**src/rtl/srecord_line_parser_macros.svh**
```systemverilog
// Assertion macros for the S-record parser, used by slp_back.
`ifndef SRECORD_LINE_PARSER_MACROS_SVH
`define SRECORD_LINE_PARSER_MACROS_SVH

// Checked only while out of reset.
`define SLP_ASSERT(lbl, clk, rst_n, prop, msg) \
  lbl: assert property (@(posedge clk) disable iff (!(rst_n)) (prop)) else $error(msg);

// Checked at every clock edge, reset included.
`define SLP_ASSERT_ALWAYS(lbl, clk, prop, msg) \
  lbl: assert property (@(posedge clk) (prop)) else $error(msg);

`endif

```
**src/rtl/slp_pkg.sv**
```systemverilog
// Types, constants and helpers for the S-record line parser.
package slp_pkg;

  localparam logic [7:0] CH_S  = 8'h53;
  localparam logic [7:0] CH_LF = 8'h0A;
  localparam logic [7:0] CH_CR = 8'h0D;
  localparam logic [7:0] SUM_OK = 8'hFF;
  localparam logic [1:0] OQ_DEPTH = 2'd2;
  localparam logic [1:0] TQ_DEPTH = 2'd2;

  typedef enum logic [1:0] {
    K_DATA   = 2'd0,
    K_COMMIT = 2'd1,
    K_DONE   = 2'd2,
    K_ERROR  = 2'd3
  } kind_e;

  typedef enum logic [2:0] {
    E_START = 3'd0,
    E_TYPE  = 3'd1,
    E_HEX   = 3'd2,
    E_LEN   = 3'd3,
    E_COUNT = 3'd4,
    E_SUM   = 3'd5,
    E_TRUNC = 3'd6
  } err_e;

  typedef enum logic [4:0] {
    PH_IDLE = 5'b00001,
    PH_TYPE = 5'b00010,
    PH_HEX  = 5'b00100,
    PH_DONE = 5'b01000,
    PH_FAIL = 5'b10000
  } phase_e;

  // Classified character passed from the front end to the parser.
  typedef struct packed {
    logic       eoi;
    logic       eol;
    logic       is_s;
    logic       is_dec;
    logic       is_hex;
    logic [3:0] nib;
  } tok_t;

  typedef struct packed {
    kind_e       kind;
    logic [31:0] addr;
    logic [7:0]  data;
    err_e        code;
  } res_t;

  // Address bytes carried by S1, S2 and S3; none for other types.
  function automatic logic [2:0] addr_bytes_of(input logic [3:0] rtype);
    logic [2:0] al;
    case (rtype)
      4'd1:    al = 3'd2;
      4'd2:    al = 3'd3;
      4'd3:    al = 3'd4;
      default: al = 3'd0;
    endcase
    return al;
  endfunction

endpackage

```
**src/rtl/slp_front.sv**
```systemverilog
// Character classifier and two-entry token queue.
module slp_front (
  input  logic              clk_i,
  input  logic              rst_ni,
  input  logic              push,
  output logic              full,
  input  logic              cmd_i,
  input  logic [7:0]        char_code_i,
  output logic              tok_valid_o,
  output slp_pkg::tok_t     tok_o,
  input  logic              tok_pop_i
);

  slp_pkg::tok_t tok_in;
  slp_pkg::tok_t mem_q [2];
  logic          wr_q, rd_q;
  logic [1:0]    cnt_q;
  logic          wr_en, rd_en;

  always_comb begin
    tok_in        = '0;
    tok_in.eoi    = cmd_i;
    tok_in.eol    = !cmd_i && (char_code_i == slp_pkg::CH_LF ||
                               char_code_i == slp_pkg::CH_CR);
    tok_in.is_s   = !cmd_i && (char_code_i == slp_pkg::CH_S);
    tok_in.is_dec = !cmd_i && (char_code_i inside {[8'h30:8'h39]});
    tok_in.is_hex = tok_in.is_dec ||
                    (!cmd_i && (char_code_i inside {[8'h41:8'h46], [8'h61:8'h66]}));
    if (tok_in.is_dec) begin
      tok_in.nib = char_code_i[3:0];
    end else begin
      tok_in.nib = char_code_i[3:0] + 4'd9;
    end
  end

  assign full        = (cnt_q == slp_pkg::TQ_DEPTH);
  assign tok_valid_o = (cnt_q != 2'd0);
  assign tok_o       = mem_q[rd_q];
  assign wr_en       = push && !full;
  assign rd_en       = tok_pop_i && tok_valid_o;

  always_ff @(posedge clk_i) begin
    if (wr_en) begin
      mem_q[wr_q] <= tok_in;
    end
  end

  always_ff @(posedge clk_i or negedge rst_ni) begin
    if (!rst_ni) begin
      wr_q  <= 1'b0;
      rd_q  <= 1'b0;
      cnt_q <= 2'd0;
    end else begin
      if (wr_en) wr_q <= !wr_q;
      if (rd_en) rd_q <= !rd_q;
      if (wr_en && !rd_en) begin
        cnt_q <= cnt_q + 2'd1;
      end else if (rd_en && !wr_en) begin
        cnt_q <= cnt_q - 2'd1;
      end
    end
  end

endmodule

```
**src/rtl/slp_back.sv**
```systemverilog
// Record parser state machine with two-entry result queue.
`include "srecord_line_parser_macros.svh"

module slp_back (
  input  logic              clk_i,
  input  logic              rst_ni,
  input  logic              cfg_we_i,
  input  logic [31:0]       cfg_wdata_i,
  input  logic              tok_valid_i,
  input  slp_pkg::tok_t     tok_i,
  output logic              tok_pop_o,
  output logic              empty,
  input  logic              pop,
  output slp_pkg::res_t     res_o
);

  slp_pkg::phase_e phase_q, phase_d;
  logic [3:0]  rtype_q, rtype_d;
  logic [3:0]  hi_q, hi_d;
  logic        pend_q, pend_d;
  logic [8:0]  idx_q, idx_d;
  logic [7:0]  count_q, count_d;
  logic [7:0]  sum_q, sum_d;
  logic [31:0] raddr_q, raddr_d;
  logic [31:0] base_q, base_d;
  logic [7:0]  held_q, held_d;
  logic        hvalid_q, hvalid_d;
  logic [31:0] offset_q;

  slp_pkg::res_t omem_q [2];
  logic          owr_q, ord_q;
  logic [1:0]    ocnt_q;
  logic          opush, opop;

  slp_pkg::res_t res;
  logic          take;
  logic [7:0]    b;
  logic [2:0]    al;

  assign take      = tok_valid_i && (ocnt_q != slp_pkg::OQ_DEPTH);
  assign tok_pop_o = take;
  assign b         = {hi_q, tok_i.nib};
  assign al        = slp_pkg::addr_bytes_of(rtype_q);

  always_comb begin
    phase_d  = phase_q;
    rtype_d  = rtype_q;
    hi_d     = hi_q;
    pend_d   = pend_q;
    idx_d    = idx_q;
    count_d  = count_q;
    sum_d    = sum_q;
    raddr_d  = raddr_q;
    base_d   = base_q;
    held_d   = held_q;
    hvalid_d = hvalid_q;
    opush    = 1'b0;
    res      = '{kind: slp_pkg::K_DATA, addr: 32'd0, data: 8'd0, code: slp_pkg::E_START};
    if (take) begin
      case (phase_q)
        slp_pkg::PH_IDLE: begin
          if (tok_i.eoi) begin
            phase_d  = slp_pkg::PH_DONE;
            opush    = 1'b1;
            res.kind = slp_pkg::K_DONE;
          end else if (tok_i.eol) begin
            phase_d = slp_pkg::PH_IDLE;
          end else if (!tok_i.is_s) begin
            phase_d  = slp_pkg::PH_FAIL;
            opush    = 1'b1;
            res.kind = slp_pkg::K_ERROR;
            res.code = slp_pkg::E_START;
          end else begin
            phase_d  = slp_pkg::PH_TYPE;
            rtype_d  = 4'd0;
            hi_d     = 4'd0;
            pend_d   = 1'b0;
            idx_d    = 9'd0;
            count_d  = 8'd0;
            sum_d    = 8'd0;
            raddr_d  = 32'd0;
            held_d   = 8'd0;
            hvalid_d = 1'b0;
          end
        end
        slp_pkg::PH_TYPE: begin
          if (tok_i.eoi || tok_i.eol || !tok_i.is_dec) begin
            phase_d  = slp_pkg::PH_FAIL;
            opush    = 1'b1;
            res.kind = slp_pkg::K_ERROR;
            res.code = tok_i.eoi ? slp_pkg::E_TRUNC :
                       tok_i.eol ? slp_pkg::E_LEN : slp_pkg::E_TYPE;
          end else begin
            rtype_d = tok_i.nib;
            phase_d = slp_pkg::PH_HEX;
          end
        end
        slp_pkg::PH_HEX: begin
          if (tok_i.eoi) begin
            phase_d  = slp_pkg::PH_FAIL;
            opush    = 1'b1;
            res.kind = slp_pkg::K_ERROR;
            res.code = slp_pkg::E_TRUNC;
          end else if (tok_i.eol) begin
            opush    = 1'b1;
            res.kind = slp_pkg::K_ERROR;
            phase_d  = slp_pkg::PH_FAIL;
            if (pend_q || idx_q < 9'd4) begin
              res.code = slp_pkg::E_LEN;
            end else if ({1'b0, count_q} + 9'd1 != idx_q) begin
              res.code = slp_pkg::E_COUNT;
            end else if (sum_q != slp_pkg::SUM_OK) begin
              res.code = slp_pkg::E_SUM;
            end else if (al != 3'd0 && count_q < {5'd0, al} + 8'd1) begin
              res.code = slp_pkg::E_COUNT;
            end else if (rtype_q >= 4'd7) begin
              phase_d  = slp_pkg::PH_DONE;
              res.kind = slp_pkg::K_DONE;
            end else begin
              phase_d  = slp_pkg::PH_IDLE;
              res.kind = slp_pkg::K_COMMIT;
              opush    = (al != 3'd0);
            end
          end else if (!tok_i.is_hex) begin
            phase_d  = slp_pkg::PH_FAIL;
            opush    = 1'b1;
            res.kind = slp_pkg::K_ERROR;
            res.code = slp_pkg::E_HEX;
          end else if (!pend_q) begin
            hi_d   = tok_i.nib;
            pend_d = 1'b1;
          end else if (idx_q[8]) begin
            pend_d   = 1'b0;
            phase_d  = slp_pkg::PH_FAIL;
            opush    = 1'b1;
            res.kind = slp_pkg::K_ERROR;
            res.code = slp_pkg::E_COUNT;
          end else begin
            pend_d = 1'b0;
            sum_d  = sum_q + b;
            idx_d  = idx_q + 9'd1;
            if (idx_q == 9'd0) begin
              count_d = b;
            end else if (al != 3'd0) begin
              if (idx_q <= {6'd0, al}) begin
                raddr_d = {raddr_q[23:0], b};
                if (idx_q == {6'd0, al}) begin
                  base_d = offset_q + {raddr_q[23:0], b};
                end
              end else begin
                if (hvalid_q) begin
                  opush    = 1'b1;
                  res.kind = slp_pkg::K_DATA;
                  res.addr = base_q;
                  res.data = held_q;
                  base_d   = base_q + 32'd1;
                end
                held_d   = b;
                hvalid_d = 1'b1;
              end
            end
          end
        end
        default: begin
          phase_d = phase_q;
        end
      endcase
    end
  end

  always_ff @(posedge clk_i or negedge rst_ni) begin
    if (!rst_ni) begin
      phase_q  <= slp_pkg::PH_IDLE;
      rtype_q  <= 4'd0;
      hi_q     <= 4'd0;
      pend_q   <= 1'b0;
      idx_q    <= 9'd0;
      count_q  <= 8'd0;
      sum_q    <= 8'd0;
      raddr_q  <= 32'd0;
      base_q   <= 32'd0;
      held_q   <= 8'd0;
      hvalid_q <= 1'b0;
      offset_q <= 32'd0;
    end else begin
      phase_q  <= phase_d;
      rtype_q  <= rtype_d;
      hi_q     <= hi_d;
      pend_q   <= pend_d;
      idx_q    <= idx_d;
      count_q  <= count_d;
      sum_q    <= sum_d;
      raddr_q  <= raddr_d;
      base_q   <= base_d;
      held_q   <= held_d;
      hvalid_q <= hvalid_d;
      if (cfg_we_i) offset_q <= cfg_wdata_i;
    end
  end

  // Result queue
  assign empty = (ocnt_q == 2'd0);
  assign res_o = omem_q[ord_q];
  assign opop  = pop && !empty;

  always_ff @(posedge clk_i) begin
    if (opush) begin
      omem_q[owr_q] <= res;
    end
  end

  always_ff @(posedge clk_i or negedge rst_ni) begin
    if (!rst_ni) begin
      owr_q  <= 1'b0;
      ord_q  <= 1'b0;
      ocnt_q <= 2'd0;
    end else begin
      if (opush) owr_q <= !owr_q;
      if (opop)  ord_q <= !ord_q;
      if (opush && !opop) begin
        ocnt_q <= ocnt_q + 2'd1;
      end else if (opop && !opush) begin
        ocnt_q <= ocnt_q - 2'd1;
      end
    end
  end

  `SLP_ASSERT(a_done_sticky, clk_i, rst_ni, (phase_q == slp_pkg::PH_DONE) |=> (phase_q == slp_pkg::PH_DONE), "done state left before reset")
  `SLP_ASSERT(a_err_fails, clk_i, rst_ni, (opush && res.kind == slp_pkg::K_ERROR) |=> (phase_q == slp_pkg::PH_FAIL), "error reported without entering fail state")
  `SLP_ASSERT(a_data_type, clk_i, rst_ni, (opush && res.kind == slp_pkg::K_DATA) |-> (rtype_q == 4'd1 || rtype_q == 4'd2 || rtype_q == 4'd3), "data item from a record without address")
  `SLP_ASSERT(a_oq_bound, clk_i, rst_ni, ocnt_q <= slp_pkg::OQ_DEPTH, "result queue overfilled")

endmodule

```
**src/rtl/srecord_line_parser.sv**
```systemverilog
// S-record line parser: top level joining the classifier and the record parser.
//
// Input channel: one item per character (cmd_i low, char_code_i) or an
// end-of-input mark (cmd_i high). An item is taken at a clock edge with push
// high and full low. Results leave through a queue: while empty is low the
// oldest result sits on kind_o, byte_address_o, data_byte_o and error_code_o,
// and pop at a clock edge takes it.
// The address offset register is written through cfg_we_i / cfg_wdata_i;
// the user writes it only while the block is idle; the block does not enforce it.
// A result caused by an item passes from the classifier queue through the parser
// into the result queue.
// Throughput: one item per cycle while the result queue has room; both
// sides are parted by two-entry queues.
// When pop is held low the result queue fills, the parser stops taking tokens
// and full rises once the token queue is full; nothing is dropped.
// Reset empties both queues, clears the offset to zero and returns the parser
// to waiting for a line start; after done or an error all input is discarded
// until the next reset.
module srecord_line_parser (
  input  logic        clk_i,
  input  logic        rst_ni,
  input  logic        push,
  output logic        full,
  input  logic        cmd_i,
  input  logic [7:0]  char_code_i,
  output logic        empty,
  input  logic        pop,
  output logic [1:0]  kind_o,
  output logic [31:0] byte_address_o,
  output logic [7:0]  data_byte_o,
  output logic [2:0]  error_code_o,
  input  logic        cfg_we_i,
  input  logic [31:0] cfg_wdata_i
);

  slp_pkg::tok_t tok;
  slp_pkg::res_t res;
  logic          tok_valid;
  logic          tok_pop;

  slp_front u_front (
    .clk_i       (clk_i),
    .rst_ni      (rst_ni),
    .push        (push),
    .full        (full),
    .cmd_i       (cmd_i),
    .char_code_i (char_code_i),
    .tok_valid_o (tok_valid),
    .tok_o       (tok),
    .tok_pop_i   (tok_pop)
  );

  slp_back u_back (
    .clk_i       (clk_i),
    .rst_ni      (rst_ni),
    .cfg_we_i    (cfg_we_i),
    .cfg_wdata_i (cfg_wdata_i),
    .tok_valid_i (tok_valid),
    .tok_i       (tok),
    .tok_pop_o   (tok_pop),
    .empty       (empty),
    .pop         (pop),
    .res_o       (res)
  );

  assign kind_o         = res.kind;
  assign byte_address_o = res.addr;
  assign data_byte_o    = res.data;
  assign error_code_o   = res.code;

endmodule

```
**config.mk**
```make
export PLATFORM = sky130hd
export DESIGN_NAME = srecord_line_parser
export DESIGN_NICKNAME = d
export VERILOG_FILES = /design/src/rtl/slp_pkg.sv /design/src/rtl/slp_front.sv /design/src/rtl/slp_back.sv /design/src/rtl/srecord_line_parser.sv
export VERILOG_INCLUDE_DIRS = /design/src /design/src/rtl
export SDC_FILE = /design/constraint.sdc
export NUM_CORES = 1
export LEC_CHECK = 0
export BUFFER_PORTS_ARGS = -buffer_cell sky130_fd_sc_hd__buf_2
export CAP_MARGIN = 40
export CORE_UTILIZATION = 60
export CTS_BUF_LIST = sky130_fd_sc_hd__clkbuf_16
export CTS_CLUSTER_DIAMETER = 120
export DETAILED_ROUTE_END_ITERATION = 8
export PLACE_DENSITY = 0.76
export SYNTH_ARGS = -nofsm -noshare
export SYNTH_HDL_FRONTEND = slang
export SYNTH_SLANG_ARGS = --single-unit
export TNS_END_PERCENT = 20
```
**constraint.sdc**
```tcl
create_clock -name clk_i -period 8.21 [get_ports clk_i]
set_clock_uncertainty 0.15 [all_clocks]
set_input_delay 2.463 -clock clk_i [delete_from_list [all_inputs] [get_ports clk_i]]
set_output_delay 2.463 -clock clk_i [all_outputs]
set_load 0.01 [all_outputs]
```
* Word-level counts from Yosys, hierarchy flattened
Memories as Yosys holds them, arrays and structs flattened.
Cells that the tools add are included.
** Storage, ports and cells
- Memories kept :: 2
- Register bits after elaboration :: 144
- Bits of input ports :: 46
- Bits in writable memories :: 108
** Memory list
- u_back.omem_q :: words 2, bits a word 45, read ports 1, clocked after memory_dff 0, write ports 1, line slp_back.sv:30 : slp_pkg::res_t omem_q [2];
- u_front.mem_q :: words 2, bits a word 9, read ports 1, clocked after memory_dff 0, write ports 1, line slp_front.sv:15 : slp_pkg::tok_t mem_q [2];
** Cells by class
- Add/subtract/negate cells :: 11
- Reduce and logical (&&, ||, !) cells :: 54
- Eq/ne operators :: 32
- Order comparisons :: 10
- Mux-type cells :: 158
- Bitwise operators :: 4
** Operators by type and width (number)
- $mux 40 :: 7
- $mux 24 :: 11
- $mux 8 :: 22
- $mux 32 :: 3
- $mux 45 :: 2
- $mux 42 :: 2
- $mux 9 :: 8
- $mux 5 :: 13
- $pmux 24 s2 :: 1
- $pmux 8 s2 :: 3
- $mux 4 :: 10
- $mux 1 :: 38
- $mux 2 :: 18
- $add 32x1->32 const B :: 1
- $add 32x32->32 :: 1
- $mux 3 :: 10
- $reduce_and 13->1 :: 2
- $ne 2x2->1 const B :: 11
- $reduce_and 11->1 :: 2
- $pmux 9 s2 :: 1
- $reduce_and 9->1 :: 2
- $eq 8x4->1 const B :: 2
- $ge 8x7->1 const B :: 2
- $le 8x7->1 const B :: 2
- 44 further kinds :: 95

* Logic depth before layout (Yosys ltp)
Gate-level depths: netlist of run 1.
- Word-level depth :: 17
- Depth in mapped cells :: 17
- Mapped depth without buffers :: 17

* By module
A second synthesis of run 1 with hierarchy kept.
** Unflattened totals
- Cells, all modules :: 1305
- Area, all modules :: 13729.4 um^2
** Modules (own cells, without submodules)
- slp_back :: area each 12618.4 um^2, sequential area each 6207.2 um^2, times used 1, cells each 1229
- slp_front :: area each 1111.1 um^2, sequential area each 640.6 um^2, times used 1, cells each 76

* Least setup slack after synthesis of run 1
OpenSTA, ideal clock, no wires.
- Path type :: flip-flop to flip-flop
- From :: register u_back.rtype_q[2]
- To :: memory u_back.omem_q[0][0] (netlist name), enable pin
- Setup slack :: 1.979 ns
- Data required time :: 7.557 ns
- Path buffers :: 0
- Clock period less this slack :: 6.231 ns
- Stages on the path, launching flop included :: 13
- Arrival :: 5.578 ns
- Cell sequence :: dfrtp_1 nand4bb_1 ha_1 nor3b_1 o21ai_0 ha_1 nor2b_1 o21a_1 o21ai_0 a211oi_1 nor3_1 o31a_1 nor3_1
** On the way
- Word-level cells in the longest chain between the ends :: 15
- Elaborated cells between the ends (all ways) :: 27
** RTL lines
- start, declared :: line slp_back.sv:18 : logic [3:0] rtype_q, rtype_d;
- start signal, assigned :: line slp_back.sv:187 : rtype_q <= rtype_d;
- $eq 4x2->1 / $eq 4x1->1 (equally long branches) :: line slp_pkg.sv:56 : case (rtype)
- $pmux 3 s3 :: line slp_pkg.sv:56
- $add 3x1->4 / $le 9x3->1 (equally long branches) :: line slp_back.sv:114, slp_back.sv:145
- $lt 8x8->1 / $mux 1 (equally long branches) :: line slp_back.sv:114, slp_back.sv:145
- $logic_and 1x1->1 / $mux 1 (equally long branches) :: line slp_back.sv:114, slp_back.sv:144
- $mux 1, on equally long branches :: line slp_back.sv:114, slp_back.sv:142
- $mux 1, on equally long branches :: line slp_back.sv:112, slp_back.sv:132
- $mux 1, on equally long branches :: line slp_back.sv:110, slp_back.sv:129
- $mux 1, on equally long branches :: line slp_back.sv:108, slp_back.sv:124
- $mux 1 (*) :: line slp_back.sv:104 : end else if (tok_i.eol) begin
- $mux 1 (*) :: line slp_back.sv:99 : if (tok_i.eoi) begin
- $pmux 1 s3 (*) :: line slp_back.sv:60 : case (phase_q)
- $mux 1 (*) :: line slp_back.sv:59 : if (take) begin
- $mux 1 (*) :: line slp_back.sv:207 : if (opush) begin
- $mux 1 (implied by the code) (*) :: line slp_back.sv:208 : omem_q[owr_q] <= res;
- end, declared :: line slp_back.sv:30
Mark *: on every way between the ends. The rest lies on a longest branch, timed or not.

* Final worst setup path of run 1
- From :: register u_back.ord_q
- To :: output data_byte_o[3]
** On the way
- Word-level cells in the longest chain between the ends :: 1
** RTL lines
- start, declared :: line slp_back.sv:31 : logic owr_q, ord_q;
- start signal, assigned :: line slp_back.sv:219 : if (opop) ord_q <= !ord_q;
- $mem_v2 2x45
- end, declared :: line srecord_line_parser.sv:30 : output logic [7:0] data_byte_o,
Every way passes these cells.

==> results of run 1 <==
## path summary, 6_finish.rpt
kind	from	endpoint	cells after the start
worst max-delay path	u_back.ord_q$_DFFE_PN0P_	data_byte_o[3]	3
max in group asynchronous	rst_ni	u_back.offset_q[25]$_DFFE_PN0P_	3
worst max register to register	u_front.rd_q$_DFFE_PN0P_	u_back.base_q[30]$_DFFE_PN0P_	13
worst min-delay path	u_back.raddr_q[20]$_DFFE_PN0P_	u_back.raddr_q[20]$_DFFE_PN0P_	2
min in group asynchronous	rst_ni	u_back.held_q[4]$_DFFE_PN0P_	1
worst min register to register	u_back.raddr_q[20]$_DFFE_PN0P_	u_back.raddr_q[20]$_DFFE_PN0P_	2
## placed cells by master, fill, tap and decap left out, types with 14 or more instances in the layout
master     instances
a21o_1            23
a21oi_1           85
and2_1            48
and3_1            18
buf_2             91
clkbuf_16         28
dfrtp_1          142
edfxtp_1         108
ha_1              57
inv_1             38
mux2_2           107
mux2i_1           17
nand2_1          110
nand3_1           28
nand4_1           23
nor2_1            74
nor2b_1           14
nor3_1            18
o21ai_0           92
o31ai_1           14
xnor2_1           31
xor2_1            21
## worst max-delay path: stages (launching register included)
cell and delay [ns]:
dfrtp_2 0.62, buf_12 0.27, mux2_2 0.36, buf_2 0.14
## cells in the mapped netlist (28+ instances only)
cell	number
and2_1	49
nand3_1	28
edfxtp_1	108
mux2_2	107
nor2_1	74
xnor2_1	31
clkbuf_1	40
ha_1	57
nand2_1	110
a21oi_1	85
inv_1	32
o21ai_0	93
dfrtp_1	143
## per-layer routing
layer,share of wire (%),wire length [um]
met1,46,14700
met2,45,14300
met3,6.8,2150
met4,2.1,663
met5,0,0
## power by group
group / total, uW / switching (uW) / internal (uW)
Combinational: 488 / 273 / 215
Sequential: 1440 / 67.3 / 1370
Clock: 1190 / 506 / 686
Total: 3120 / 846 / 2270
## cell families after synthesis
logic type	count (synthesis)
AOI/OAI and AO/OA	304
xor gates and xnor gates	52
adders and majority gates	59
buffers and inverters	87
DFF	252
muxes	124
and+or+nand+nor	398
## area by class of cell
type,count,area (um^2)
Fill cell,1718,7150
Clock inverter,22,178
Clock buffer,28,701
Inverter,32,120
Sequential cell,252,6850
Multi-Input combinational cell,937,6580
Timing Repair Buffer,108,637
Tap cell,285,357
## sequential cells by signal, indices dropped and copies added, names as in the netlist
signal	count
u_back.hvalid_q	1
u_front.wr_q	1
u_back.count_q	8
u_back.sum_q	8
u_back.ocnt_q	2
u_back.raddr_q	24
u_back.owr_q	1
u_back.base_q	32
u_back.hi_q	4
u_back.rtype_q	4
u_back.offset_q	32
u_back.phase_q	5
u_back.pend_q	1
u_front.cnt_q	2
u_back.idx_q	9
u_back.omem_q	90
u_front.mem_q	18
u_back.ord_q	1
u_front.rd_q	1
u_back.held_q	8
## per-stage QoR
step / hold WS [ns] / instance area, um^2 / power (uW) / std cells
4_1_cts: 0.340 / 15400 / 3130 / 1663
3_5_place_dp: 0.326 / 14500 / 1940 / 1613
3_3_place_gp: 0.320 / 14400 / 1920 / 1608
2_1_floorplan: 0.301 / 13800 / 1790 / 1276
6_report: 0.337 / 15400 / 3120 / 1664
5_1_grt: 0.360 / 15400 / 3250 / 1664
==> metrics.csv, run 1 <==
stage,metric,value,unit
detailed_routing,dr.pass1.iters,5,
global_routing,grt.overflow.total,0,
yosys,syn_inst,1276,
pwr,p_per_area,202,mW/mm^2
detailed_routing,drc,0,
critical_path,crit_type,register to primary output,
timing,relSlewSlack,39.3,%
detailed_routing,totalWireLength,31700,um
detailed_routing,drt_iter0_drc,965,
yosys,synth_cell_types,78,
global_routing,grt_usage,27.3,%
final_layout,drive_gt1_share,20.5,%
detailed_routing,ant_nets,0,
detailed_routing,wl_per_cell,19.1,um
yosys,yosys.area.top_type,dfrtp_1,
detailed_routing,via_per_inst,6.20,
global_routing,use_met1,39.5,%
timing,worst_pin_slew,0.908,ns
floorplan,die_y,153,um
timing,setup_viol,0,
global_routing,first_global_vias,9879,
clocking,cts.htree.levels,1,
timing,fin_tns_setup,0,ns
clocking,postCtsHoldBufs,0,
yosys,synth_top_area_share,26.0,%
final_layout,nets,1463,
clocking,cts_num_sinks,252,
yosys,ys_ff_latch,252,
final_layout,antenna_cells,0,
timing,layout_setup_ws,3.64,ns
global_routing,grtUsageMet2,42.7,%
yosys,synth-edff-count,108,
yosys,synth_area,0.0138,mm^2
yosys,synthAdderAreaFrac,5.47,%
final_layout,final_util,68.3,%
yosys,synth_top_family_by_area,simple AND/OR/NAND/NOR gates,
clocking,cts_tree,yes,
critical_path,cp-start-kind,register,
yosys,seq_area_frac_synth,49.8,%
floorplan,fp.coreArea,0.0226,mm^2
place,dp_slack,3.92,ns
floorplan,die_x,153,um
clocking,clockBufferDepth,3,
floorplan,die_area,0.0235,mm^2
global_routing,antenna_found_initial,0,
global_routing,grt_start_max_net_pins,55,
place,dp_hpwl,22700,um
global_routing,use_met3,4.62,%
critical_path,crit_path_end_kind,primary output,
floorplan,ios,93,
timing,fin_crit_sh,55.6,%
place,place.gp.congestion,0.889,
timing,rsz0062_at_grt,false,
clocking,clockRootBuffer,clkbuf_16,
timing,finalHoldViolCount,0,
yosys,yosys.area_share.simple,14.9,%
critical_path,crit_arrival,1.95,ns
yosys,muxShareOfSynthArea,9.99,%
critical_path,required,5.60,ns
timing,fmax,219,MHz
yosys,synthFlopType,dfrtp_1,
yosys,yosys_warnings,0,
clocking,clk_pin_slew,0.06,ns
timing,slew_violations,0,
timing,period_minus_slack,4.57,ns
floorplan,start_util,61.0,%
global_routing,grt_pass1_wl,51400,um
yosys,synth_xor_area_share,3.31,%
critical_path,reg2reg_slack,3.81,ns
detailed_routing,vias,10315,
critical_path,cp_max_fo,32,
pwr,p_leak,0.00617,uW
run_status,outcome,"finished, final reports clean",
clocking,clock_latency,0.54,ns
yosys,synthArstFlopShare,57.1,%
yosys,synthesis.nets,1381,
global_routing,busiest_layer,met2,
yosys,synth_compound_area_share,14.0,%
yosys,avgSynthCellArea,10.8,um^2
clocking,cts_setup_buffers,0,
yosys,ys_top_cells_by_area,"dfrtp_1 (26%), edfxtp_1 (24%), mux2_2 (8.8%)",
clocking,numCtsBuffers,27,
final_layout,syn_to_final_growth,12.1,%
run,max-cap-violations,0,
place,io_buffers,92,
floorplan,std_cell_rows,55,
clocking,cts_resized,0,
min_path,hold_class,register to register,
pwr,ir_drop,0.142,mV
Note: power is estimated with default switching activity, not from simulation.
==> run 2: changes to the inputs <==
clock period = 4.5 ns   (was 8.21 ns; I/O delays follow)
==> run 2 against run 1 <==
  * Clock-buffer cell count decreased by 1
  * Non-clock buffer count up 5
  * Critical path depth up 10
  * Die area is the same
  * Worst setup slack got worse by 3.2 ns
  * Design area down 0.45%
  * Register-to-register slack lost 3.4 ns
  * Final cell count grew 0.12%
  * Sequential power up 81%
  * Critical path type is now register to register
  * Highest routed layer unchanged
  * Global-route usage about the same
  * Sequential cell count unchanged
  * Combinational power up 96%
==> metrics.csv, run 2 (synthesis results as in run 1) <==
stage,metric,value,unit,change
critical_path,crit_arrival,4.37,ns,+2.42 ns
clocking,clockRootBuffer,clkbuf_16,,
clocking,cts.htree.levels,1,,unchanged
min_path,whs_path_depth,1,,-1
detailed_routing,drt_iter0_drc,901,,-6.6%
timing,setup_viol,0,,unchanged
pwr,p_per_area,359,mW/mm^2,+77%
floorplan,fp.coreArea,0.0226,mm^2,unchanged
critical_path,worstReg2RegStart,u_back.rtype_q[2]$_DFFE_PN0P_,,
timing,fin_tns_setup,0,ns,unchanged
floorplan,std_cell_rows,55,,unchanged
critical_path,cp_max_fo,11,,-66%
timing,rsz0062_at_grt,false,,
place,dp_hpwl,22900,um,+1.1%
clocking,cts_tree,yes,,
clocking,clk_pin_slew,0.06,ns,about the same
critical_path,r2r_end,u_back.base_q[21]$_DFFE_PN0P_,,
floorplan,die_x,153,um,unchanged
clocking,cts_setup_buffers,0,,unchanged
critical_path,crit_path_end,u_back.base_q[21]$_DFFE_PN0P_,,
final_layout,antenna_cells,0,,unchanged
pwr,p_leak,0.00615,uW,-0.31%
global_routing,first_global_vias,9970,,+0.92%
critical_path,crit_chain,nand4bb_1 > ha_1 > nor3b_1 > o21ai_0 > ha_1 > nor2b_1 > o21a_1 > o21ai_0 > and2_1 > buf_4 > o311ai_0 > or3_1 > a31oi_1,,
detailed_routing,vias,10247,,-0.66%
final_layout,layout_commonest_cell,dfrtp_1,,
global_routing,grt.overflow.total,0,,unchanged
clocking,cts_resized,0,,unchanged
detailed_routing,ant_nets,0,,unchanged
final_layout,largest_registers,"u_back.omem_q (90), u_back.base_q (32), u_back.offset_q (32)",,
clocking,clockBufferDepth,3,,unchanged
clocking,postCtsHoldBufs,0,,unchanged
timing,fmax,246,MHz,
floorplan,start_util,61.0,%,unchanged
critical_path,slowest_delay,0.56,ns,-0.06 ns
timing,slew_violations,0,,unchanged
final_layout,max_flop_register,u_back.omem_q,,
floorplan,die_area,0.0235,mm^2,unchanged
global_routing,grt_usage,27.3,%,about the same
run_status,outcome,"finished, final reports clean",,
final_layout,syn_to_final_growth,11.6,%,
global_routing,antenna_found_initial,0,,unchanged
floorplan,ios,93,,unchanged
final_layout,stdcell_area,0.0153,mm^2,-0.45%
critical_path,required,4.80,ns,-0.80 ns
floorplan,die_y,153,um,unchanged
critical_path,startpoint,u_back.rtype_q[2]$_DFFE_PN0P_,,
detailed_routing,wl_per_cell,18.9,um,-0.62%
timing,period_minus_slack,4.06,ns,
place,place.gp.congestion,0.929,,+4.5%
timing,worst_pin_slew,0.822,ns,-0.0861 ns
global_routing,grt_pass1_wl,51500,um,+0.18%
place,io_buffers,92,,unchanged
clocking,numCtsBuffers,26,,-3.7%
clocking,clock_latency,0.53,ns,about the same
critical_path,cp-start-kind,register,,
final_layout,largest_reg_flops,90,,unchanged
detailed_routing,dr.pass1.iters,6,,+1
critical_path,reg2reg_slack,0.44,ns,-3.37 ns
final_layout,nets,1467,,+0.27%
timing,finalHoldViolCount,0,,unchanged
detailed_routing,totalWireLength,31600,um,-0.50%
final_layout,most-common-layout-cells,"dfrtp_1 (142), nand2_1 (110), edfxtp_1 (108)",,
timing,relSlewSlack,45.1,%,+5.8 points
detailed_routing,drc,0,,unchanged
critical_path,r2r_cells,13,,unchanged
place,placed_cell_area,0.0146,mm^2,+0.34%
pwr,ir_drop,0.335,mV,+140%
clocking,cts_num_sinks,252,,unchanged
detailed_routing,via_per_inst,6.15,,-0.78%
critical_path,crit_path_end_kind,register,,
critical_path,slowest_stage,o21ai_0,,
final_layout,drive_gt1_share,20.1,%,-0.39 points
min_path,hold_class,register to register,,
final_layout,n_fill_cell,1729,,+0.64%
final_layout,final_util,68.0,%,-0.31 points
critical_path,crit_type,register to register,,
timing,fin_crit_sh,90.3,%,
global_routing,grt_start_max_net_pins,81,,+47%
run,max-cap-violations,0,,unchanged
## run 2: cell count changes in the layout (fill, tap and decap cells not counted), sizes merged
cell    before  now
buf        107  113
bufinv       2    0
clkbuf      29   27
clkinv       8    7
inv         43   44
## run 2: worst min-delay path by stage
stage,start,slack (ns),to
after floorplan,u_back.phase_q[3]$_DFFE_PN0P_,0.30,u_back.phase_q[3]$_DFFE_PN0P_
after global placement,u_back.raddr_q[16]$_DFFE_PN0P_,0.32,u_back.raddr_q[16]$_DFFE_PN0P_
after detailed placement,u_back.phase_q[3]$_DFFE_PN0P_,0.32,u_back.phase_q[3]$_DFFE_PN0P_
after CTS,u_back.phase_q[4]$_DFFE_PN0P_,0.34,u_back.phase_q[4]$_DFFE_PN0P_
after global routing,u_back.held_q[1]$_DFFE_PN0P_,0.36,u_back.held_q[1]$_DFFE_PN0P_
final,u_back.phase_q[3]$_DFFE_PN0P_,0.34,u_back.phase_q[3]$_DFFE_PN0P_
## run 2: area by class of cell
class | instances | area, um^2 | area share (%)
clock buffer | 27 | 676 | 4.40
clock inverter | 20 | 88.8 | 0.579
inverter | 32 | 120 | 0.783
multi-input combinational | 937 | 6590 | 42.9
sequential | 252 | 6850 | 44.6
tap | 285 | 357 | 2.32
timing repair buffer | 113 | 674 | 4.39
## run 2: report_power, final
part           total (uW)  switching [uW]  internal [uW]  leakage [uW]
sequential           2610             110           2500       0.00271
clock                1940             863           1080      0.000420
combinational         956             557            399       0.00303
## run 2: critical path, delay by kind of cell (launching register included)
kind            cells  cell delay [ns]
simple gates        5             1.40
buf+inv             1             0.26
fa+ha+maj           2             0.60
flops               1             0.40
compound gates      5             1.18
## run 2: layer usage
metal  share of wire, %  up-vias  track usage [%]  wire (um)
met1                 48     4931             40.7      15000
met5                  0        -                0          0
met4                1.8        0             6.76        572
li1                   -     4892                -          -
met2                 44      383             41.4      13800
met3                7.1       41             4.88       2230
## run 2: per-stage QoR
step	total power [uW]	std cells	hold WS [ns]	setup slack, ns
after floorplan	3270	1276	0.301	0.115
after global placement	3550	1618	0.316	0.658
after detailed placement	3580	1619	0.321	0.469
after CTS	5520	1666	0.338	0.448
after global routing	5720	1666	0.363	0.0954
final	5510	1666	0.341	0.439
==> run 3: changes to the inputs <==
CTS_BUF_LIST = sky130_fd_sc_hd__clkbuf_4   (was sky130_fd_sc_hd__clkbuf_16)
==> run 3 against run 2 <==
  * Sequential share of layout area fell by 0.48 points
  * Sequential cell count unchanged
  * Critical path depth unchanged
  * Sequential power is essentially flat
  * Clock-buffer cell count is 80 higher
  * Via count is 2.6% higher
  * Global-route usage up 0.43 points
  * Non-clock buffer count unchanged
  * Design area rose by 1.1%
  * Final cell count grew 4.4%
  * Critical endpoint unchanged
  * Largest power group unchanged
==> metrics.csv, run 3 (synthesis results as in run 1) <==
stage,metric,value,unit,change
run_status,outcome,"finished, final reports clean",,
timing,slew_violations,0,,unchanged
floorplan,die_x,153,um,unchanged
pwr,ir_drop,0.278,mV,-17%
floorplan,die_area,0.0235,mm^2,unchanged
final_layout,largest_registers,"u_back.omem_q (90), u_back.base_q (32), u_back.offset_q (32)",,
final_layout,finalNonFillerCells,1739,,+4.4%
place,dp_hpwl,22900,um,unchanged
final_layout,max_flop_register,u_back.omem_q,,
critical_path,crit_type,register to register,,
final_layout,nets,1508,,+2.8%
place,placed_cell_area,0.0146,mm^2,unchanged
clocking,cts_setup_buffers,0,,unchanged
global_routing,grtUsageMet2,40.8,%,-0.61 points
final_layout,most-common-layout-cells,"dfrtp_1 (142), nand2_1 (110), edfxtp_1 (108)",,
clocking,cts_tree,yes,,
clocking,clock_latency,0.68,ns,+0.15 ns
min_path,hold_class,register to register,,
global_routing,grt_usage,27.7,%,+0.43 points
global_routing,grt.overflow.total,0,,unchanged
final_layout,stdcell_area,0.0155,mm^2,+1.1%
run,max-cap-violations,0,,unchanged
pwr,p_comb_share,16.7,%,-0.7 points
floorplan,ios,93,,unchanged
place,place_inst,1619,,unchanged
critical_path,crit_arrival,4.49,ns,+0.12 ns
clocking,clockRootBuffer,clkbuf_4,,
clocking,clk_pin_slew,0.06,ns,about the same
clocking,cts_num_sinks,252,,unchanged
detailed_routing,drc,0,,unchanged
final_layout,syn_to_final_growth,12.8,%,
critical_path,cp-start-kind,register,,
pwr,p_sw,1580,uW,+3.3%
pwr,clock_power_share,37.7,%,+2.5 points
timing,fmax,245,MHz,-0.66%
global_routing,grt_pass1_wl,51900,um,+0.82%
floorplan,die_y,153,um,unchanged
global_routing,use_met1,40.3,%,-0.46 points
clocking,numCtsBuffers,67,,+160%
place,io_buffers,92,,unchanged
place,place.gp.congestion,0.929,,unchanged
floorplan,start_util,61.0,%,unchanged
detailed_routing,vias,10513,,+2.6%
timing,finalHoldViolCount,0,,unchanged
clocking,clockBufferDepth,3,,unchanged
pwr,switching_share,27.6,%,-0.18 points
timing,period_minus_slack,4.09,ns,+0.0268 ns
pwr,power_frac_seq,45.6,%,-1.8 points
floorplan,std_cell_rows,55,,unchanged
critical_path,crit_path_end_kind,register,,
critical_path,required,4.91,ns,+0.11 ns
timing,fin_crit_sh,90.9,%,+0.60 points
clocking,postCtsHoldBufs,0,,unchanged
detailed_routing,ant_nets,0,,unchanged
final_layout,drive_gt1_share,24.6,%,+4.4 points
final_layout,largest_reg_flops,90,,unchanged
final_layout,layout_commonest_cell,dfrtp_1,,
pwr,finalPower,5720,uW,+4.0%
detailed_routing,wl_per_cell,18.3,um,-3.6%
global_routing,antenna_found_initial,1,,+1
pwr,internal_power,4140,uW,+4.2%
timing,timing.hold.ws,0.343,ns,+0.00237 ns
global_routing,first_global_vias,10346,,+3.8%
pwr,p_leak,0.00629,uW,+2.2%
clocking,cts_resized,0,,unchanged
timing,relSlewSlack,45.6,%,+0.55 points
clocking,cts.htree.levels,3,,+2
global_routing,grt_start_max_net_pins,81,,unchanged
global_routing,use_met3,6.15,%,+1.3 points
timing,setup_viol,0,,unchanged
timing,rsz0062_at_grt,false,,
timing,worst_pin_slew,0.814,ns,-0.00818 ns
detailed_routing,drt_iter0_drc,819,,-9.1%
critical_path,cp_max_fo,11,,unchanged
floorplan,fp.coreArea,0.0226,mm^2,unchanged
pwr,p_per_area,369,mW/mm^2,+2.8%
detailed_routing,dr.pass1.iters,6,,unchanged
detailed_routing,totalWireLength,31800,um,+0.66%
global_routing,busiest_layer,met2,,
detailed_routing,via_per_inst,6.05,,-1.7%
timing,fin_tns_setup,0,ns,unchanged
-- run 3: cell count changes in the layout (fill, tap and decap cells not counted), sizes merged --
cell,before,now
diode,0,1
inv,44,33
clkinvlp,1,0
bufinv,0,3
clkinv,7,8
clkbuf,27,107
-- run 3: per-layer routing --
metal / up-vias / wire length, um
met3: 66 / 2500
met1: 5003 / 14800
met2: 425 / 13800
met5: - / 0
met4: 0 / 746
li1: 5019 / -
-- run 3: path summary, 6_finish.rpt --
path                            slack, ns                           start  cells past startpoint                             end
worst max-delay path                 0.41   u_back.rtype_q[2]$_DFFE_PN0P_                     13   u_back.base_q[21]$_DFFE_PN0P_
worst min-delay path                 0.34  u_back.raddr_q[16]$_DFFE_PN0P_                      2  u_back.raddr_q[16]$_DFFE_PN0P_
worst max register to register       0.41   u_back.rtype_q[2]$_DFFE_PN0P_                     13   u_back.base_q[21]$_DFFE_PN0P_
worst min register to register       0.34  u_back.raddr_q[16]$_DFFE_PN0P_                      2  u_back.raddr_q[16]$_DFFE_PN0P_
max in group asynchronous            2.83                          rst_ni                      2   u_back.raddr_q[5]$_DFFE_PN0P_
min in group asynchronous            0.60                          rst_ni                      1     u_back.idx_q[2]$_DFFE_PN0P_
-- run 3: through the flow --
stage	setup WS (ns)	utilization, %
after floorplan	0.115	-
after global placement	0.658	64.5
after detailed placement	0.469	64.6
after CTS	0.436	68.7
after global routing	0.0595	68.7
final	0.412	68.7
-- run 3: power groups by stage --
stage / combinational (uW) / sequential [uW] / clock [uW]
global placement: 850 / 2700 / 0
finish: 956 / 2610 / 2160
detailed placement: 934 / 2650 / 0
CTS: 941 / 2610 / 2220
floorplan: 685 / 2580 / 0
global route: 1040 / 2620 / 2350
-- run 3: worst max-delay path, stage by stage (launching register included) --
cell and delay [ns]:
dfrtp_1 0.40, nand4bb_1 0.29, ha_1 0.27, nor3b_1 0.18, o21ai_0 0.16, ha_1 0.33
nor2b_1 0.13, o21a_1 0.17, o21ai_0 0.55, and2_1 0.42, buf_4 0.26, o311ai_0 0.13
or3_1 0.39, a31oi_1 0.16
-- run 3: area by class of cell --
cell class / instances / area, um^2
clock buffers: 107 / 803
repair buffers: 113 / 674
fillers: 1739 / 7060
inverters: 32 / 120
clock inverters: 12 / 125
flip-flops and latches: 252 / 6850
diodes: 1 / 2.50
multi-input cells: 937 / 6590
well taps: 285 / 357
